--- src/design/wfnp_pkg.sv ---
`timescale 1ns / 1ps
// ----------------------------------------------------------------------------
// wfnp_pkg
// Shared codes and sizes for the window filtered nearest point search.
// ----------------------------------------------------------------------------
package wfnp_pkg;

  localparam int DEF_MAX_POINTS = 1024;
  localparam int DEF_COORD_BITS = 24;

  localparam int CMD_BITS    = 2;
  localparam int STATUS_BITS = 3;
  localparam int DIST_BITS   = 50;
  localparam int REJ_BITS    = 16;
  localparam int REG_BITS    = 2;

  localparam logic [CMD_BITS-1:0] CMD_CLEAR = 2'd0;
  localparam logic [CMD_BITS-1:0] CMD_LOAD  = 2'd1;
  localparam logic [CMD_BITS-1:0] CMD_QUERY = 2'd2;

  localparam logic [REG_BITS-1:0] REG_WEST  = 2'd0;
  localparam logic [REG_BITS-1:0] REG_EAST  = 2'd1;
  localparam logic [REG_BITS-1:0] REG_SOUTH = 2'd2;
  localparam logic [REG_BITS-1:0] REG_NORTH = 2'd3;

  localparam logic [STATUS_BITS-1:0] ST_STORED  = 3'd0;
  localparam logic [STATUS_BITS-1:0] ST_OUTSIDE = 3'd1;
  localparam logic [STATUS_BITS-1:0] ST_FULL    = 3'd2;
  localparam logic [STATUS_BITS-1:0] ST_FOUND   = 3'd3;
  localparam logic [STATUS_BITS-1:0] ST_EMPTY   = 3'd4;
  localparam logic [STATUS_BITS-1:0] ST_CLEARED = 3'd5;

endpackage

--- src/design/wfnp_dist.sv ---
`timescale 1ns / 1ps
// ----------------------------------------------------------------------------
// wfnp_dist
// Pipelined squared distance unit: absolute differences, squares, then a
// saturating sum. Carries the point index and coordinates alongside.
// ----------------------------------------------------------------------------
module wfnp_dist
  import wfnp_pkg::*;
#(
  parameter int COORD_BITS = DEF_COORD_BITS,
  parameter int TAG_BITS   = 10
) (
  input  logic                         clk,
  input  logic                         rst,
  input  logic                         in_valid,
  input  logic [TAG_BITS-1:0]          in_tag,
  input  logic signed [COORD_BITS-1:0] pick_east,
  input  logic signed [COORD_BITS-1:0] pick_north,
  input  logic signed [COORD_BITS-1:0] pt_east,
  input  logic signed [COORD_BITS-1:0] pt_north,
  output logic                         out_valid,
  output logic [TAG_BITS-1:0]          out_tag,
  output logic signed [COORD_BITS-1:0] out_east,
  output logic signed [COORD_BITS-1:0] out_north,
  output logic [DIST_BITS-1:0]         out_dist
);

  localparam int SQ_W  = 2 * COORD_BITS;
  localparam int SUM_W = SQ_W + 1;
  localparam int EXT_W = (SUM_W > DIST_BITS) ? SUM_W : DIST_BITS;

  logic signed [COORD_BITS:0] diff_e;
  logic signed [COORD_BITS:0] diff_n;
  logic [COORD_BITS:0]        abs_e;
  logic [COORD_BITS:0]        abs_n;
  logic [SUM_W-1:0]           sum;
  logic [EXT_W-1:0]           sum_ext;
  logic [EXT_W-1:0]           dist_max_ext;

  logic [2:0]                  vld;
  logic [TAG_BITS-1:0]         tag1, tag2;
  logic signed [COORD_BITS-1:0] e1, n1, e2, n2;
  logic [COORD_BITS-1:0]       mag_e, mag_n;
  logic [SQ_W-1:0]             sq_e, sq_n;

  assign diff_e = {pick_east[COORD_BITS-1], pick_east} - {pt_east[COORD_BITS-1], pt_east};
  assign diff_n = {pick_north[COORD_BITS-1], pick_north} - {pt_north[COORD_BITS-1], pt_north};
  assign abs_e  = diff_e[COORD_BITS] ? (~diff_e + 1'b1) : diff_e;
  assign abs_n  = diff_n[COORD_BITS] ? (~diff_n + 1'b1) : diff_n;

  assign sum          = SUM_W'(sq_e) + SUM_W'(sq_n);
  assign sum_ext      = EXT_W'(sum);
  assign dist_max_ext = EXT_W'({DIST_BITS{1'b1}});

  assign out_valid = vld[2];

  always_ff @(posedge clk) begin
    if (rst) begin
      vld <= '0;
    end else begin
      vld <= {vld[1:0], in_valid};
    end
    // stage 1: absolute differences
    mag_e <= abs_e[COORD_BITS-1:0];
    mag_n <= abs_n[COORD_BITS-1:0];
    tag1  <= in_tag;
    e1    <= pt_east;
    n1    <= pt_north;
    // stage 2: squares
    sq_e  <= SQ_W'(mag_e) * SQ_W'(mag_e);
    sq_n  <= SQ_W'(mag_n) * SQ_W'(mag_n);
    tag2  <= tag1;
    e2    <= e1;
    n2    <= n1;
    // stage 3: saturating sum
    out_dist  <= (sum_ext > dist_max_ext) ? {DIST_BITS{1'b1}} : sum_ext[DIST_BITS-1:0];
    out_tag   <= tag2;
    out_east  <= e2;
    out_north <= n2;
  end

endmodule

--- config.mk ---
export PLATFORM = sky130hd
export DESIGN_NAME = wfnp_dist
export DESIGN_NICKNAME = d
export VERILOG_FILES = /design/src/design/wfnp_pkg.sv /design/src/design/wfnp_dist.sv
export SDC_FILE = /design/constraint.sdc
export NUM_CORES = 2
export LEC_CHECK = 0
export BUFFER_PORTS_ARGS = -buffer_cell sky130_fd_sc_hd__buf_2
export CAP_MARGIN = 20
export CORE_MARGIN = 5
export CORE_UTILIZATION = 25
export CTS_BUF_LIST = sky130_fd_sc_hd__clkbuf_8 sky130_fd_sc_hd__clkbuf_16
export CTS_CLUSTER_SIZE = 8
export DETAILED_ROUTE_END_ITERATION = 10
export PLACE_DENSITY = 0.46
export SLEW_MARGIN = 20
export SYNTH_ARGS = -nofsm -noshare
export SYNTH_HDL_FRONTEND = slang
export SYNTH_SLANG_ARGS = --single-unit
--- constraint.sdc ---
create_clock -name clk -period 18.1 [get_ports clk]
set_clock_uncertainty 0.2 [all_clocks]
set_input_delay 3.62 -clock clk [delete_from_list [all_inputs] [get_ports clk]]
set_output_delay 3.62 -clock clk [all_outputs]
set_load 0.02 [all_outputs]
==> results.cfg <==
[status]
status = completed

[synthesis]
synth-seq-area-share = 0.1585
synth_top_cell_by_area = fa_1
synth.area.top_cells = fa_1 (36%), dfxtp_1 (16%), ha_1 (12%)
ys_warn_count = 0
synth-async-reset-ratio = 0
synth_common_cells = inv_1 (1279), fa_1 (847), ha_1 (451)
netlist_area_um2 = 46480
synthCells = 4946
synth_seq_cells = 368
yosysUniqueCellTypes = 97
syn_nets = 6353
synthFlopType = dfxtp_1
synth_edf_count = 0
syn_area_per_cell_um2 = 9.397
yosysMostFrequentCell = inv_1
synth_top_area_frac = 0.3648

[cts]
post_cts_resized = 0
cts-root-buf = clkbuf_16
clock_latency_ns = 0.70
clkTransAtPathRegs_ns = 0.06
hold_buffers = 0
cts_buffers = 54
cts_tree = yes
htree_levels = 2
cts.sinks = 368
postCtsSetupRepairBufs = 0
clk_path_buf_depth = 3

[critical_path]
critPathCaptureType = flip-flop
critPathMostFrequentCell = fa_1
crit_type = flip-flop to flip-flop
slowest_delay_ns = 1.01
arrival_ns = 8.79
critPathSlowestCell = dfxtp_1
rr_worst_depth = 24
cp_max_fo = 22
cp-start-kind = flip-flop
crit_cells = 24
cp_top_family = adder cells
cp_num_buf_inv = 5
cp_cell_sequence = inv_1, nor2_1, inv_1, fa_1, inv_1, fa_1, fa_1, fa_1, fa_1, fa_1, inv_1, fa_1, inv_1, ha_1, a21o_1, a311oi_1, o211ai_1, nor3_1, o31ai_1, a21o_1, a21o_1, a31oi_1, o21ai_1, xnor2_1
required_ns = 18.46

[final_layout]
n_fill_cell = 19758
regArea_um2 = 7385
layout.nets = 6511
area_growth_pct = 11.64
multiInputGateArea_um2 = 33690
drive_gt1_frac = 0.07525

[sta]
finalCritPeriodShare = 0.4657
relSlewSlack = 0.2439
tns_ns = 0
hold_viol_final = 0
setup_viol = 0
drv_slew = 0
fin_crit_ns = 8.430
rsz0062_at_grt = false
worst_pin_slew_ns = 1.119
fmax_mhz = 118.6

[routing]
drt-initial-drc-count = 1269
drt-wirelength-per-cell_um = 15.05
post-route-drc-count = 0
drt-pass1-iter-count = 5
ant_nets = 0
vias_per_cell = 4.213
dr_total_vias = 32018
finalWirelength_um = 114400

[die]
design.die.area_um2 = 194600
die_x_um = 441.2
coreArea_um2 = 185200
die_y_um = 441.2
start_util = 0.2509
row_count = 158
pin_count = 218

[global_routing]
grt_max_degree = 27
antenna_found_initial = 7
grt_usage = 0.1211
gr-total-overflow = 0
grt_pass1_wl_um = 187500
grt_pass1_vias = 35018

[job]
maxCapViolCount = 0

[hold_path]
min_path_cells = 0
hp-class = flip-flop to flip-flop

[placement]
portBuffers = 216
place_congestion = 0.8064
dp.final_hpwl_um = 93230
[worst register-to-register path, delay by kind of cell (launching register included)]
family	cells	cell delay [ns]
buf+inv	5	0.64
xor+xnor	1	0.14
flops	1	1.01
simple gates	2	0.86
fa+ha+maj	8	3.64
compound gates	8	1.85
[routing by layer]
layer  part of all wire  global-route usage  vias up
met2               0.50              0.2152      432
li1                   -                   -    15331
met1               0.43              0.1551    16152
met5                  0                   0        -
met3              0.034             0.01336      103
met4              0.029             0.03439        0
[worst paths after layout]
path	from	slack, ns	endpoint
worst max register to register	mag_n[8]$_DFF_P_	9.67	sq_n[47]$_DFF_P_
worst max-delay path	mag_n[8]$_DFF_P_	9.67	sq_n[47]$_DFF_P_
worst min-delay path	tag2[3]$_DFF_P_	0.11	out_tag[3]$_DFF_P_
worst min register to register	tag2[3]$_DFF_P_	0.11	out_tag[3]$_DFF_P_
[sequential cells by signal, summed over array words and instances (netlist names)]
name,flops
e2,24
mag_e,24
sq_n,47
out_north,24
n1,24
mag_n,24
out_east,24
out_tag,10
sq_e,47
tag2,10
n2,24
e1,24
vld,3
tag1,10
out_dist,49
[area by class of cell]
type,instances,area share
multi-input combinational,3152,0.6493
sequential,368,0.1423
inverter,1279,0.09252
tap,2480,0.05980
clock buffer,56,0.02657
timing repair buffer,249,0.02561
clock inverter,12,0.003737
antenna,4,0.0001929
[cell families (layout without fill, tap and decap cells)]
| logic type | after synthesis | count (layout) | share of synthesized area |
|---|---|---|---|
| AND/OR/NAND/NOR | 1001 | 1001 | 0.1063 |
| buffers and inverters | 1426 | 1596 | 0.1167 |
| XOR/XNOR | 229 | 229 | 0.04331 |
| adder cells (fa/ha/maj) | 1298 | 1298 | 0.4862 |
| AO/OA/AOI/OAI | 613 | 613 | 0.08655 |
| multiplexers | 10 | 10 | 0.002315 |
| flip-flops | 368 | 368 | 0.1585 |
| other | 1 | 5 | 0.00008068 |
[per-stage QoR]
stage,utilization,instance area (um^2),hold slack [ns],cells,setup WS [ns]
2_1_floorplan,-,46480,0.1096,4946,11.09
3_3_place_gp,0.2715,50290,0.1098,7528,9.657
3_5_place_dp,0.2715,50300,0.1121,7528,9.695
4_1_cts,0.2800,51870,0.1105,7596,9.663
5_1_grt,0.2801,51880,0.1177,7597,9.165
6_report,0.2801,51890,0.1104,7600,9.670
[cells in the final DEF, fill, tap and decap left out, drive strengths merged, types with 17 or more instances in the layout]
| cell | synthesis | layout |
|---|---|---|
| nand2b | 17 | 17 |
| a21o | 104 | 104 |
| and3 | 20 | 20 |
| inv | 1279 | 1285 |
| o21ai | 97 | 97 |
| a211oi | 21 | 21 |
| clkbuf | 137 | 56 |
| xor2 | 74 | 74 |
| dfxtp | 368 | 368 |
| nand3 | 36 | 36 |
| xnor2 | 155 | 155 |
| nor2b | 29 | 29 |
| buf | 10 | 249 |
| nor2 | 139 | 139 |
| nand4 | 29 | 29 |
| a31oi | 25 | 25 |
| nor3 | 30 | 30 |
| fa | 847 | 847 |
| and2 | 239 | 239 |
| ha | 451 | 451 |
| o21a | 35 | 35 |
| nand2 | 405 | 405 |
| o21bai | 21 | 21 |
| a21oi | 197 | 197 |
Power is left out: the tool's default activity adds up to more than one toggle a clock period on the data nets, which glitch-free logic cannot reach.
